`config.mk`:
```
export PLATFORM = sky130hd
export DESIGN_NAME = nav_header_validator
export DESIGN_NICKNAME = d
export VERILOG_FILES = /design/src/nhv_pkg.sv /design/src/nav_header_validator.sv /design/src/nhv_csr.sv /design/src/nhv_parser.sv
export SDC_FILE = /design/constraint.sdc
export NUM_CORES = 1
export LEC_CHECK = 0
export ABC_CLOCK_PERIOD_IN_PS = 5910
export BUFFER_PORTS_ARGS = -buffer_cell sky130_fd_sc_hd__buf_2
export CORE_ASPECT_RATIO = 0.5
export CORE_MARGIN = 2
export CORE_UTILIZATION = 50
export DETAILED_ROUTE_END_ITERATION = 8
export PLACE_DENSITY = 0.71
export SETUP_SLACK_MARGIN = 0.4
export SLEW_MARGIN = 20
export SYNTH_ARGS = -nofsm -noshare
export SYNTH_HDL_FRONTEND = slang
export SYNTH_SLANG_ARGS = --single-unit
```
`constraint.sdc`:
```
create_clock -name clock -period 5.91 [get_ports clock]
set_input_delay 1.182 -clock clock [delete_from_list [all_inputs] [get_ports clock]]
set_output_delay 1.182 -clock clock [all_outputs]
set_load 0.01 [all_outputs]
```
`src/nhv_pkg.sv`:
```
`timescale 1ns / 1ps

package nhv_pkg;

   // Fixed format constants.
   localparam logic [31:0] NAV_MAGIC         = 32'hFEEDFACE;
   localparam logic [31:0] MAX_VERSION       = 32'd5;
   localparam logic [31:0] SIZE_FROM_VERSION = 32'd4;
   localparam logic [15:0] MIN_PLACE_LEN     = 16'd2;

   // Parser phases.
   localparam logic [2:0] PH_MAGIC   = 3'd0;
   localparam logic [2:0] PH_VERSION = 3'd1;
   localparam logic [2:0] PH_SIZE    = 3'd2;
   localparam logic [2:0] PH_COUNT   = 3'd3;
   localparam logic [2:0] PH_LENGTH  = 3'd4;
   localparam logic [2:0] PH_TEXT    = 3'd5;
   localparam logic [2:0] PH_AREA    = 3'd6;

   // Result status codes.
   localparam logic [2:0] ST_OK        = 3'd0;
   localparam logic [2:0] ST_TRUNCATED = 3'd1;
   localparam logic [2:0] ST_INVALID   = 3'd2;
   localparam logic [2:0] ST_UNSUPP    = 3'd3;
   localparam logic [2:0] ST_LIMIT     = 3'd4;
   localparam logic [2:0] ST_TOTAL     = 3'd5;

   // Record codes.
   localparam logic REC_FILE  = 1'b0;
   localparam logic REC_DICT  = 1'b1;

   // Field codes.
   localparam logic [2:0] FLD_NONE    = 3'd0;
   localparam logic [2:0] FLD_MAGIC   = 3'd1;
   localparam logic [2:0] FLD_VERSION = 3'd2;
   localparam logic [2:0] FLD_SIZE    = 3'd3;
   localparam logic [2:0] FLD_COUNT   = 3'd4;
   localparam logic [2:0] FLD_LENGTH  = 3'd5;
   localparam logic [2:0] FLD_TEXT    = 3'd6;
   localparam logic [2:0] FLD_AREA    = 3'd7;

   // Configuration register indexes.
   localparam int unsigned CSR_INDEX_BITS = 3;
   localparam logic [CSR_INDEX_BITS-1:0] REG_MAX_PLACES      = 3'd0;
   localparam logic [CSR_INDEX_BITS-1:0] REG_MAX_PLACE_BYTES = 3'd1;
   localparam logic [CSR_INDEX_BITS-1:0] REG_MAX_TOTAL_BYTES = 3'd2;
   localparam logic [CSR_INDEX_BITS-1:0] REG_MAX_AREAS       = 3'd3;

   typedef struct packed {
      logic [15:0] max_places;
      logic [15:0] max_place_bytes;
      logic [31:0] max_total_place_bytes;
      logic [31:0] max_areas;
   } nhv_cfg_type;

   typedef struct packed {
      logic [2:0]  status;
      logic        error_record;
      logic [2:0]  error_field;
      logic [31:0] error_offset;
      logic [2:0]  format_version;
      logic [31:0] space_size;
      logic [15:0] place_total;
      logic [31:0] area_total;
      logic [31:0] header_length;
   } nhv_result_type;

   function automatic logic [2:0] field_code(input logic [2:0] phase);
      logic [2:0] code;
      case (phase)
         PH_MAGIC:   code = FLD_MAGIC;
         PH_VERSION: code = FLD_VERSION;
         PH_SIZE:    code = FLD_SIZE;
         PH_COUNT:   code = FLD_COUNT;
         PH_LENGTH:  code = FLD_LENGTH;
         PH_TEXT:    code = FLD_TEXT;
         PH_AREA:    code = FLD_AREA;
         default:    code = FLD_NONE;
      endcase
      return code;
   endfunction

   function automatic logic record_of(input logic [2:0] phase);
      return (phase == PH_COUNT || phase == PH_LENGTH || phase == PH_TEXT) ? REC_DICT
                                                                          : REC_FILE;
   endfunction

endpackage

```
`src/nav_header_validator.sv`:
```
`timescale 1ns / 1ps

// Navigation header checker, one byte per clock while results can drain.
// The req_ channel carries header bytes (req_action low) or an end-of-data
// mark (req_action high). Each header produces exactly one item on the rsp_
// channel: ok with the parsed version, size, place and area counts and the
// header length, or the first error found with its record, field and the
// byte offset where that field starts.
// An accepted byte sits in an input register until the parser takes it.
// A result caused by it is registered when the byte is parsed, and rsp_valid
// rises with that register. One item is taken every clock
// as long as the result register is free or being drained; the parser state
// is updated once per byte, so the rate is one byte per cycle.
// When the receiver stalls with a result pending, the input register holds
// its byte and req_ready drops until rsp_ready returns.
// Reset clears the parser to the magic field, restores the limit registers
// to their defaults and empties both registers. The csr_ port writes a limit
// register in the cycle csr_wr_en is high.
module nav_header_validator #(
   parameter int unsigned OFFSET_BITS = 32
) (
   input  logic                               clock,
   input  logic                               reset,
   input  logic                               req_valid,
   output logic                               req_ready,
   input  logic                               req_action,
   input  logic [7:0]                         req_data_byte,
   output logic                               rsp_valid,
   input  logic                               rsp_ready,
   output logic [2:0]                         rsp_status,
   output logic                               rsp_error_record,
   output logic [2:0]                         rsp_error_field,
   output logic [31:0]                        rsp_error_offset,
   output logic [2:0]                         rsp_format_version,
   output logic [31:0]                        rsp_space_size,
   output logic [15:0]                        rsp_place_total,
   output logic [31:0]                        rsp_area_total,
   output logic [31:0]                        rsp_header_length,
   input  logic                               csr_wr_en,
   input  logic [nhv_pkg::CSR_INDEX_BITS-1:0] csr_index,
   input  logic [31:0]                        csr_wdata
);
   import nhv_pkg::*;

   logic           in_valid_ff, in_valid_in;
   logic           in_action_ff;
   logic [7:0]     in_byte_ff;
   logic           rsp_valid_ff, rsp_valid_in;
   nhv_result_type rsp_ff;

   nhv_cfg_type    cfg;
   logic           advance;
   logic           emit;
   nhv_result_type result;

   nhv_csr u_csr (
      .clock     (clock),
      .reset     (reset),
      .csr_wr_en (csr_wr_en),
      .csr_index (csr_index),
      .csr_wdata (csr_wdata),
      .cfg       (cfg)
   );

   nhv_parser #(
      .OFFSET_BITS (OFFSET_BITS)
   ) u_parser (
      .clock     (clock),
      .reset     (reset),
      .step_en   (advance),
      .action    (in_action_ff),
      .data_byte (in_byte_ff),
      .cfg       (cfg),
      .emit      (emit),
      .result    (result)
   );

   assign advance   = in_valid_ff && (!rsp_valid_ff || rsp_ready);
   assign req_ready = !in_valid_ff || advance;

   always_comb begin
      if (req_valid && req_ready) begin
         in_valid_in = 1'b1;
      end else if (advance) begin
         in_valid_in = 1'b0;
      end else begin
         in_valid_in = in_valid_ff;
      end

      if (advance && emit) begin
         rsp_valid_in = 1'b1;
      end else if (rsp_ready) begin
         rsp_valid_in = 1'b0;
      end else begin
         rsp_valid_in = rsp_valid_ff;
      end
   end

   always_ff @(posedge clock) begin
      if (reset) begin
         in_valid_ff  <= 1'b0;
         rsp_valid_ff <= 1'b0;
      end else begin
         in_valid_ff  <= in_valid_in;
         rsp_valid_ff <= rsp_valid_in;
      end
   end

   always_ff @(posedge clock) begin
      if (req_valid && req_ready) begin
         in_action_ff <= req_action;
         in_byte_ff   <= req_data_byte;
      end
      if (advance && emit) begin
         rsp_ff <= result;
      end
   end

   assign rsp_valid          = rsp_valid_ff;
   assign rsp_status         = rsp_ff.status;
   assign rsp_error_record   = rsp_ff.error_record;
   assign rsp_error_field    = rsp_ff.error_field;
   assign rsp_error_offset   = rsp_ff.error_offset;
   assign rsp_format_version = rsp_ff.format_version;
   assign rsp_space_size     = rsp_ff.space_size;
   assign rsp_place_total    = rsp_ff.place_total;
   assign rsp_area_total     = rsp_ff.area_total;
   assign rsp_header_length  = rsp_ff.header_length;

   emit_lands: assert property (@(posedge clock) disable iff (reset)
      advance && emit |=> rsp_valid_ff)
      else $error("parsed result was not registered");

   ok_has_no_error: assert property (@(posedge clock) disable iff (reset)
      rsp_valid_ff && rsp_ff.status == ST_OK |->
         rsp_ff.error_field == FLD_NONE && rsp_ff.error_offset == 32'd0)
      else $error("ok result carries error information");

   error_has_no_totals: assert property (@(posedge clock) disable iff (reset)
      rsp_valid_ff && rsp_ff.status != ST_OK |->
         rsp_ff.area_total == 32'd0 && rsp_ff.header_length == 32'd0)
      else $error("error result carries success totals");

endmodule

```
`src/nhv_csr.sv`:
```
`timescale 1ns / 1ps

module nhv_csr (
   input  logic                                 clock,
   input  logic                                 reset,
   input  logic                                 csr_wr_en,
   input  logic [nhv_pkg::CSR_INDEX_BITS-1:0]   csr_index,
   input  logic [31:0]                          csr_wdata,
   output nhv_pkg::nhv_cfg_type                 cfg
);
   import nhv_pkg::*;

   nhv_cfg_type cfg_ff;
   nhv_cfg_type cfg_in;

   always_comb begin
      cfg_in = cfg_ff;
      if (csr_wr_en) begin
         case (csr_index)
            REG_MAX_PLACES:      cfg_in.max_places            = csr_wdata[15:0];
            REG_MAX_PLACE_BYTES: cfg_in.max_place_bytes       = csr_wdata[15:0];
            REG_MAX_TOTAL_BYTES: cfg_in.max_total_place_bytes = csr_wdata;
            REG_MAX_AREAS:       cfg_in.max_areas             = csr_wdata;
            default:             cfg_in = cfg_ff;
         endcase
      end
   end

   always_ff @(posedge clock) begin
      if (reset) begin
         cfg_ff.max_places            <= 16'd256;
         cfg_ff.max_place_bytes       <= 16'd256;
         cfg_ff.max_total_place_bytes <= 32'd65536;
         cfg_ff.max_areas             <= 32'd65536;
      end else begin
         cfg_ff <= cfg_in;
      end
   end

   assign cfg = cfg_ff;

endmodule

```
`src/nhv_parser.sv`:
```
`timescale 1ns / 1ps

module nhv_parser #(
   parameter int unsigned OFFSET_BITS = 32
) (
   input  logic                    clock,
   input  logic                    reset,
   input  logic                    step_en,
   input  logic                    action,
   input  logic [7:0]              data_byte,
   input  nhv_pkg::nhv_cfg_type    cfg,
   output logic                    emit,
   output nhv_pkg::nhv_result_type result
);
   import nhv_pkg::*;

   logic [2:0]             phase_ff, phase_in;
   logic [1:0]             byte_cnt_ff, byte_cnt_in;
   logic [23:0]            shift_ff, shift_in;
   logic [OFFSET_BITS-1:0] pos_ff, pos_in;
   logic [OFFSET_BITS-1:0] start_ff, start_in;
   logic [2:0]             version_ff, version_in;
   logic [31:0]            size_ff, size_in;
   logic [15:0]            expected_ff, expected_in;
   logic [15:0]            done_ff, done_in;
   logic [15:0]            text_left_ff, text_left_in;
   logic [31:0]            sum_ff, sum_in;
   logic                   nul_ff, nul_in;

   logic [OFFSET_BITS-1:0] pos_inc;
   logic [63:0]            start_wide;
   logic [63:0]            pos_wide;
   logic                   short_field;
   logic                   last_byte;
   logic [31:0]            value;
   logic [31:0]            total_room;

   assign pos_inc    = (pos_ff == {OFFSET_BITS{1'b1}}) ? pos_ff : pos_ff + 1'b1;
   assign start_wide = 64'(start_ff);
   assign pos_wide   = 64'(pos_inc);
   assign short_field = (phase_ff == PH_COUNT) || (phase_ff == PH_LENGTH);
   assign last_byte   = short_field ? (byte_cnt_ff == 2'd1) : (byte_cnt_ff == 2'd3);
   assign value       = short_field ? {16'd0, data_byte, shift_ff[7:0]}
                                    : {data_byte, shift_ff};
   assign total_room  = cfg.max_total_place_bytes - sum_ff;

   always_comb begin
      phase_in     = phase_ff;
      byte_cnt_in  = byte_cnt_ff;
      shift_in     = shift_ff;
      pos_in       = pos_ff;
      start_in     = start_ff;
      version_in   = version_ff;
      size_in      = size_ff;
      expected_in  = expected_ff;
      done_in      = done_ff;
      text_left_in = text_left_ff;
      sum_in       = sum_ff;
      nul_in       = nul_ff;

      emit                  = 1'b0;
      result.status         = ST_OK;
      result.error_record   = REC_FILE;
      result.error_field    = FLD_NONE;
      result.error_offset   = start_wide[31:0];
      result.format_version = version_ff;
      result.space_size     = size_ff;
      result.place_total    = done_ff;
      result.area_total     = 32'd0;
      result.header_length  = 32'd0;

      if (action) begin
         emit                = 1'b1;
         result.status       = ST_TRUNCATED;
         result.error_record = record_of(phase_ff);
         result.error_field  = field_code(phase_ff);
      end else begin
         pos_in = pos_inc;
         if (phase_ff == PH_TEXT) begin
            text_left_in = text_left_ff - 16'd1;
            if (text_left_in != 16'd0) begin
               if (data_byte == 8'd0) begin
                  nul_in = 1'b1;
               end
            end else if (data_byte != 8'd0 || nul_ff) begin
               emit                = 1'b1;
               result.status       = ST_INVALID;
               result.error_record = REC_DICT;
               result.error_field  = FLD_TEXT;
            end else begin
               done_in     = done_ff + 16'd1;
               phase_in    = (done_in == expected_ff) ? PH_AREA : PH_LENGTH;
               start_in    = pos_inc;
               byte_cnt_in = 2'd0;
               shift_in    = 24'd0;
            end
         end else if (!last_byte) begin
            byte_cnt_in = byte_cnt_ff + 2'd1;
            case (byte_cnt_ff)
               2'd0:    shift_in[7:0]   = data_byte;
               2'd1:    shift_in[15:8]  = data_byte;
               2'd2:    shift_in[23:16] = data_byte;
               default: shift_in        = shift_ff;
            endcase
         end else begin
            // Field complete: a new field opens here, as it does after a text field above.
            byte_cnt_in = 2'd0;
            shift_in    = 24'd0;
            start_in    = pos_inc;
            case (phase_ff)
               PH_MAGIC: begin
                  if (value != NAV_MAGIC) begin
                     emit               = 1'b1;
                     result.status      = ST_INVALID;
                     result.error_field = FLD_MAGIC;
                  end else begin
                     phase_in = PH_VERSION;
                  end
               end
               PH_VERSION: begin
                  if (value == 32'd0 || value > MAX_VERSION) begin
                     emit               = 1'b1;
                     result.status      = ST_UNSUPP;
                     result.error_field = FLD_VERSION;
                  end else begin
                     version_in = value[2:0];
                     phase_in   = (value >= SIZE_FROM_VERSION) ? PH_SIZE : PH_AREA;
                  end
               end
               PH_SIZE: begin
                  size_in  = value;
                  phase_in = (32'(version_ff) >= MAX_VERSION) ? PH_COUNT : PH_AREA;
               end
               PH_COUNT: begin
                  if (value[15:0] > cfg.max_places) begin
                     emit                = 1'b1;
                     result.status       = ST_LIMIT;
                     result.error_record = REC_DICT;
                     result.error_field  = FLD_COUNT;
                  end else begin
                     expected_in = value[15:0];
                     done_in     = 16'd0;
                     sum_in      = 32'd0;
                     phase_in    = (value[15:0] == 16'd0) ? PH_AREA : PH_LENGTH;
                  end
               end
               PH_LENGTH: begin
                  emit                = 1'b1;
                  result.error_record = REC_DICT;
                  result.error_field  = FLD_LENGTH;
                  if (value[15:0] < MIN_PLACE_LEN) begin
                     result.status = ST_INVALID;
                  end else if (value[15:0] > cfg.max_place_bytes) begin
                     result.status = ST_LIMIT;
                  end else if (sum_ff > cfg.max_total_place_bytes ||
                               value > total_room) begin
                     // Reported against the text, at the offset of the length field.
                     result.status      = ST_TOTAL;
                     result.error_field = FLD_TEXT;
                  end else begin
                     emit         = 1'b0;
                     sum_in       = sum_ff + value;
                     phase_in     = PH_TEXT;
                     text_left_in = value[15:0];
                     nul_in       = 1'b0;
                  end
               end
               default: begin
                  emit               = 1'b1;
                  result.error_field = FLD_AREA;
                  if (value == 32'd0) begin
                     result.status = ST_INVALID;
                  end else if (value > cfg.max_areas) begin
                     result.status = ST_LIMIT;
                  end else begin
                     result.error_field   = FLD_NONE;
                     result.error_offset  = 32'd0;
                     result.area_total    = value;
                     result.header_length = pos_wide[31:0];
                  end
               end
            endcase
         end
      end

      // Every result restarts the parser at the magic field.
      if (emit) begin
         phase_in     = PH_MAGIC;
         byte_cnt_in  = 2'd0;
         shift_in     = 24'd0;
         pos_in       = '0;
         start_in     = '0;
         version_in   = 3'd0;
         size_in      = 32'd0;
         expected_in  = 16'd0;
         done_in      = 16'd0;
         text_left_in = 16'd0;
         sum_in       = 32'd0;
         nul_in       = 1'b0;
      end
   end

   always_ff @(posedge clock) begin
      if (reset) begin
         phase_ff     <= PH_MAGIC;
         byte_cnt_ff  <= 2'd0;
         shift_ff     <= 24'd0;
         pos_ff       <= '0;
         start_ff     <= '0;
         version_ff   <= 3'd0;
         size_ff      <= 32'd0;
         expected_ff  <= 16'd0;
         done_ff      <= 16'd0;
         text_left_ff <= 16'd0;
         sum_ff       <= 32'd0;
         nul_ff       <= 1'b0;
      end else if (step_en) begin
         phase_ff     <= phase_in;
         byte_cnt_ff  <= byte_cnt_in;
         shift_ff     <= shift_in;
         pos_ff       <= pos_in;
         start_ff     <= start_in;
         version_ff   <= version_in;
         size_ff      <= size_in;
         expected_ff  <= expected_in;
         done_ff      <= done_in;
         text_left_ff <= text_left_in;
         sum_ff       <= sum_in;
         nul_ff       <= nul_in;
      end
   end

   text_left_live: assert property (@(posedge clock) disable iff (reset)
      phase_ff == PH_TEXT |-> text_left_ff != 16'd0)
      else $error("text phase entered with no bytes left");

   places_in_range: assert property (@(posedge clock) disable iff (reset)
      (phase_ff == PH_LENGTH || phase_ff == PH_TEXT) |-> done_ff < expected_ff)
      else $error("place counter passed the expected count");

   restart_after_emit: assert property (@(posedge clock) disable iff (reset)
      step_en && emit |=> phase_ff == PH_MAGIC && pos_ff == '0 && start_ff == '0)
      else $error("parser did not restart after a result");

endmodule
```
==> results.json, run 1 <==
{
  "drc": 0,
  "rsz0062_at_grt": "yes",
  "final_nets": 3261,
  "seq_area_frac_synth_pct": 44.1,
  "numCtsBuffers": 44,
  "fin_crit_sh_pct": 93.2,
  "finish.utilization_pct": 60.7,
  "routabilityCongestion": 0.937,
  "htree_levels": 2,
  "grt_overflow_total": 0,
  "worstSetupPathDepth": 27,
  "pwr-share-comb_pct": 10.6,
  "slowest_delay_ns": 0.39,
  "die_x_um": 320,
  "cts_hold_buffers": 0,
  "synth-edff-count": 163,
  "yosysWarnings": 0,
  "placed_area_um2": 27000,
  "worst_clock_skew_ns": 0.0168,
  "period_needed_ns": 5.51,
  "p_sw_mw": 1.80,
  "grt_util_all_layers_pct": 26.9,
  "synth_fp_nets": 3027,
  "root_buffer": "clkbuf_16",
  "firstDrtPassIters": 7,
  "arrival_ns": 6.02,
  "num_vias": 21983,
  "cts_max_path_buffers": 3,
  "layout_common_cells": "nand2_1, dfxtp_1, a21oi_1, buf_2, inv_1",
  "cap_violations": 0,
  "reg2regPathDepth": 27,
  "insertion_delay_ns": 0.58,
  "ys_seq_elements": 470,
  "relSlewSlack_pct": 19.4,
  "cts_tree": "built",
  "post-route-cell-area_um2": 29700,
  "rows": 57,
  "crit_end": "u_parser.sum_ff[17]",
  "drive_gt1_share_pct": 17.0,
  "slew_violations": 0,
  "hp-class": "reg -> reg",
  "reg2reg_setup_slack_ns": 0.40,
  "clk_pin_slew_ns": 0.07,
  "cp_top_family": "compound AO/OA/AOI/OAI gates",
  "pwr-share-clk_pct": 41.2,
  "path_class": "reg -> reg",
  "antenna_found_initial": 0,
  "status": "finished, final reports clean",
  "r2r-start": "u_parser.sum_ff[1]",
  "startpoint": "u_parser.sum_ff[1]",
  "dp.final_hpwl_um": 49600,
  "finalSetupViolations": 0,
  "cp_num_buf_inv": 6,
  "tightestPinTransition_ns": 1.21,
  "power_leakage_nw": 11.8,
  "p_seq_share_pct": 48.2,
  "vdd_drop_max_uv": 183,
  "critPathCaptureType": "flip-flop",
  "cp_slowest_cell": "a2111oi_4",
  "start_util_pct": 51.1,
  "synth-main-ff-cell": "dfxtp_1",
  "grt_pass1_wl_um": 111000,
  "intPower_mw": 5.26,
  "ios": 205,
  "cts_sinks": 470,
  "port_buffers": 204,
  "stdcell_count": 3728,
  "vias_per_cell": 5.90,
  "fmax_ghz": 0.182,
  "rr_endpoint": "u_parser.sum_ff[17]",
  "p_sw_share_pct": 25.5,
  "n_antenna_cell": 0,
  "syn_to_final_growth_pct": 18.8,
  "crit_required_ns": 6.43,
  "drt_iter0_drc": 2059,
  "dp.cells": 3592,
  "critPathMaxFanout": 7,
  "grt_pass1_vias": 20066,
  "synthCells": 2809,
  "antenna_left": 0,
  "layout_commonest_cell": "nand2_1",
  "syn_area_per_cell_um2": 8.90,
  "power_mw": 7.06,
  "start_kind": "flip-flop",
  "fp.coreArea_um2": 48900,
  "grt_max_degree": 134,
  "dieArea_um2": 51900,
  "routed_wl_um": 74400,
  "p_per_area_nw_per_um2": 238,
  "async_reset_ff_share_pct": 0,
  "fp.dieH_um": 162,
  "ys_types": 86,
  "routedWlPerCell_um": 20.0,
  "netlist_area_um2": 25000,
  "finalHoldViolCount": 0
}
-- kinds of logic (layout without fill, tap and decap cells) --
kind of cell | count (synthesis) | after routing | share of synthesized area (%)
simple gates | 1041 | 1041 | 19.9
flops | 470 | 470 | 44.1
xor+xnor | 117 | 117 | 4.10
fa+ha+maj | 169 | 169 | 8.52
buf+inv | 325 | 594 | 5.37
mux | 28 | 28 | 1.13
compound gates | 659 | 660 | 16.8
-- through the flow --
stage	worst slack (ns)	setup TNS, ns	hold slack (ns)
after floorplan	0.471	0	0.406
after global placement	0.0185	0	0.412
after detailed placement	-0.0923	-0.870	0.415
after CTS	0.395	0	0.430
after global routing	0.195	0	0.444
final	0.403	0	0.430
-- registers in the layout (all words and copies together), names as in the netlist, 24 cells and up --
name / count
u_csr.cfg: 96
rsp_area_total: 32
rsp_error_offset: 32
rsp_header_length: 32
rsp_space_size: 32
u_parser.pos_ff: 32
u_parser.size_ff: 32
u_parser.start_ff: 32
u_parser.sum_ff: 32
u_parser.shift_ff: 24
-- Yosys cell counts, drive strengths merged, types with 19 or more instances --
master	number	area, µm²
nand2b	20	125
o21ai	67	335
nand4	45	282
xnor2	79	692
o32ai	19	166
o21a	22	165
nor2b	44	275
and2	55	344
nor4	21	161
clkbuf	98	368
nor2	168	631
buf	46	292
a21oi	310	1560
o211ai	25	188
nand3	191	956
dfxtp	307	6150
ha	167	2090
a21o	56	435
inv	180	681
a22o	27	236
edfxtp	163	4890
nor3	43	231
xor2	38	333
nand2	377	1420
mux2i	27	270
-- metal layers --
layer,wire (µm),vias to the layer above,track usage (%)
met1,31500,10544,36.6
met4,2640,0,9.11
met5,0,-,0
li1,-,10456,-
met3,5820,174,4.00
met2,34400,809,44.0
-- power by group through the flow --
stage / logic, mW / clock network (mW) / registers (mW)
6_report: 0.747 / 2.91 / 3.41
5_1_grt: 0.807 / 3.07 / 3.41
4_1_cts: 0.671 / 2.93 / 3.41
3_5_place_dp: 0.629 / 0 / 3.48
3_3_place_gp: 0.619 / 0 / 3.48
2_1_floorplan: 0.411 / 0 / 3.47
-- worst min path at each step --
stage | startpoint | endpoint | slack [ns] | cells after the start
6_report | u_parser.size_ff[14] | rsp_space_size[14] | 0.43 | 0
2_1_floorplan | u_parser.done_ff[4] | rsp_place_total[4] | 0.41 | 0
4_1_cts | u_parser.size_ff[14] | rsp_space_size[14] | 0.43 | 0
3_3_place_gp | u_parser.size_ff[6] | rsp_space_size[6] | 0.41 | 0
3_5_place_dp | u_parser.size_ff[21] | rsp_space_size[21] | 0.41 | 0
5_1_grt | u_parser.size_ff[20] | rsp_space_size[20] | 0.44 | 0
-- worst register-to-register path, stage by stage, from the launching register on --
cell and delay, ns:
dfxtp_2 0.36, inv_4 0.05, ha_4 0.20, nor2b_4 0.12, o31a_1 0.27, o311a_1 0.37, o21ai_2 0.20, a21oi_2 0.09
o21ai_1 0.17, nand2b_1 0.09, a31o_2 0.24, a21oi_2 0.12, xor2_1 0.18, ha_1 0.27, a21o_1 0.16, a21o_1 0.15
a221o_1 0.37, a2111oi_4 0.39, o22ai_2 0.17, buf_4 0.17, o31ai_4 0.22, buf_4 0.17, a21o_4 0.18, clkinv_8 0.09
nor3_4 0.20, buf_12 0.17, clkbuf_16 0.17, a22o_1 0.13
-- area by class of cell --
class                      count  area, µm²
sequential                   470      11000
timing repair buffer         331       2590
fill                        4111      19200
clock inverter                21        203
clock buffer                  61       1250
multi-input combinational   2015      13100
inverter                     181        697
tap                          649        812
-- repair_timing --
| action | in CTS | in global routing |
|---|---|---|
| setup buffers | 16 | 21 |
| endpoints found under the hold margin | 0 | 0 |
| gates cloned | 3 | 14 |
| setup endpoints to repair | 342 | 339 |
| resized for setup | 27 | 107 |
| pin swaps | 18 | 108 |
Power figures use the tool's default switching activity.
==> run 2, diff against run 1 <==
Settings changed: ABC_AREA set to 1, ABC_CLOCK_PERIOD_IN_PS 5910 to unset.
==> results.json, run 2 <==
{
  "yosys.area.top_type": "dfxtp_1",
  "n_fill_cell": 4875,
  "synth_common_cells": "nand2_1, nor2_1, a21oi_1",
  "synth-main-ff-cell": "dfxtp_1",
  "ys_types": 54,
  "largest_register_ffs": 96,
  "routedWlPerCell_um": 18.6,
  "syn_area_per_cell_um2": 7.67,
  "r2r-start": "u_csr.cfg[32]",
  "path_class": "reg -> reg",
  "whs_path_depth": 0,
  "power_leakage_nw": 12.6,
  "rr_endpoint": "rsp_area_total[14]",
  "cts_tree": "built",
  "relSlewSlack_pct": 26.0,
  "port_buffers": 204,
  "fin_crit_sh_pct": 86.4,
  "fmax_ghz": 0.196,
  "worst_clock_skew_ns": 0.0324,
  "synth_fp_nets": 3612,
  "arrival_ns": 5.40,
  "insertion_delay_ns": 0.60,
  "layout_common_cells": "nand2_1, nor2_1, a21oi_1, inv_1, dfxtp_1",
  "start_util_pct": 50.3,
  "slew_violations": 0,
  "htree_levels": 2,
  "grt_max_degree": 89,
  "p_per_area_nw_per_um2": 268,
  "drc": 0,
  "dp.final_hpwl_um": 58100,
  "final_nets": 3762,
  "ys_seq_elements": 470,
  "antenna_left": 0,
  "status": "finished, final reports clean",
  "syn_to_final_growth_pct": 13.0,
  "routabilityCongestion": 1.00,
  "holdPathEnd": "rsp_space_size[31]",
  "netlist_area_um2": 26000,
  "cp_slowest_cell": "fa_1",
  "synthCells": 3394,
  "start_kind": "flip-flop",
  "crit_required_ns": 6.20,
  "synth-edff-count": 163,
  "antenna_found_initial": 3,
  "preCtsSetupSlack_ns": 0.630,
  "vdd_drop_max_uv": 170,
  "numCtsBuffers": 44,
  "synth.top_cell.area_share_pct": 23.6,
  "yosysMostFrequentCell": "nand2_1",
  "vias_per_cell": 5.52,
  "cts_sinks": 470,
  "rows": 59,
  "grt_pass1_wl_um": 122000,
  "slowest_delay_ns": 0.42,
  "root_buffer": "clkbuf_16",
  "setup_slack_ns": 0.801,
  "synth.top_cells.by_area": "dfxtp_1, edfxtp_1, nand2_1",
  "critPathCaptureType": "flip-flop",
  "fp.coreArea_um2": 51700,
  "seq_area_frac_synth_pct": 42.4,
  "critPathMaxFanout": 33,
  "worst_path_most_repeated_cell": "nand2_1",
  "yosysWarnings": 0,
  "clk_pin_slew_ns": 0.07,
  "cts_hold_buffers": 0,
  "reg2reg_setup_slack_ns": 0.80,
  "layout_commonest_cell": "nand2_1",
  "cts_max_path_buffers": 3,
  "post-route-cell-area_um2": 29400,
  "rsz0062_at_grt": "no",
  "finalHoldViolCount": 0,
  "die_x_um": 327,
  "tightestPinTransition_ns": 1.11,
  "dieArea_um2": 54000,
  "async_reset_ff_share_pct": 0,
  "fp.dieH_um": 165,
  "routed_wl_um": 79700,
  "grt_util_all_layers_pct": 28.6,
  "reg2regPathDepth": 29,
  "placed_area_um2": 27600,
  "grt_overflow_total": 0,
  "grt_pass1_vias": 21963,
  "cap_violations": 0,
  "firstDrtPassIters": 5,
  "hold_start": "u_parser.size_ff[31]",
  "finish.utilization_pct": 56.9,
  "drt_iter0_drc": 2086,
  "num_vias": 23618,
  "finalSetupViolations": 0,
  "hp-class": "reg -> reg",
  "period_needed_ns": 5.11,
  "ios": 205,
  "drive_gt1_share_pct": 10.8
}
==> run 2: per-stage QoR <==
step | std cells | power (mW) | hold slack (ns) | setup TNS [ns]
after floorplan | 3394 | 4.36 | 0.409 | -31.53
after global placement | 4190 | 4.74 | 0.417 | 0
after detailed placement | 4190 | 4.75 | 0.415 | 0
after CTS | 4271 | 7.87 | 0.422 | 0
after global routing | 4280 | 8.19 | 0.441 | 0
final | 4282 | 7.88 | 0.434 | 0
==> run 2: cell type report <==
| type | count | area (µm²) | area share, % |
|---|---|---|---|
| diodes | 2 | 5.00 | 0.0170 |
| clock buffers | 66 | 1320 | 4.49 |
| clock inverters | 15 | 267 | 0.906 |
| inverters | 356 | 1340 | 4.57 |
| multi-input cells | 2430 | 13100 | 44.6 |
| flip-flops and latches | 470 | 11000 | 37.6 |
| well taps | 701 | 877 | 2.98 |
| repair buffers | 242 | 1430 | 4.85 |
==> run 2: cell families after synthesis <==
kind of cell               after synthesis  share of synthesized area [%]
and+or+nand+nor                       1523                           25.2
DFF                                    470                           42.4
buffers and inverters                  496                           7.63
AOI/OAI and AO/OA                      630                           13.0
adders and majority gates              169                           8.19
xor gates and xnor gates               106                           3.63
==> run 2: critical path, delay by kind of cell, from the launching register on <==
| kind | cells | cell delay [ns] |
|---|---|---|
| xor gates and xnor gates | 1 | 0.18 |
| adders and majority gates | 3 | 0.91 |
| and+or+nand+nor | 18 | 2.10 |
| DFF | 1 | 0.31 |
| AOI/OAI and AO/OA | 3 | 0.64 |
| buffers and inverters | 4 | 0.66 |
==> run 2: power breakdown <==
part / internal, mW / total, mW / switching [mW]
combinational: 0.395 / 1.27 / 0.871
sequential: 3.41 / 3.46 / 0.0560
clock: 1.82 / 3.14 / 1.32
total: 5.63 / 7.88 / 2.25
==> run 2: worst max-delay path by stage <==
stage,cells past startpoint,startpoint,slack [ns],end
finish,29,u_csr.cfg[32],0.80,rsp_area_total[14]
global route,29,u_parser.sum_ff[6],0.41,rsp_area_total[16]
CTS,28,u_parser.sum_ff[3],0.62,rsp_space_size[23]
detailed placement,30,u_parser.sum_ff[3],0.63,u_parser.text_left_ff[15]
global placement,28,u_csr.cfg[32],0.79,rsp_place_total[4]
floorplan,27,u_parser.sum_ff[2],-0.20,rsp_area_total[0]
==> run 2: routing by layer <==
metal | up-vias | global-route usage (%) | wire length, µm | share of wire, %
met5 | - | 0 | 0 | 0
met4 | 0 | 9.30 | 2530 | 3.2
met3 | 159 | 5.43 | 6210 | 7.8
met2 | 827 | 48.2 | 37000 | 46
met1 | 11021 | 37.4 | 34000 | 43
li1 | 11611 | - | - | -
==> run 2: what timing repair did <==
item                                    in CTS  in global routing
buffers inserted                             0                  4
endpoints found under the setup margin       0                255
gates resized for setup                      0                  6
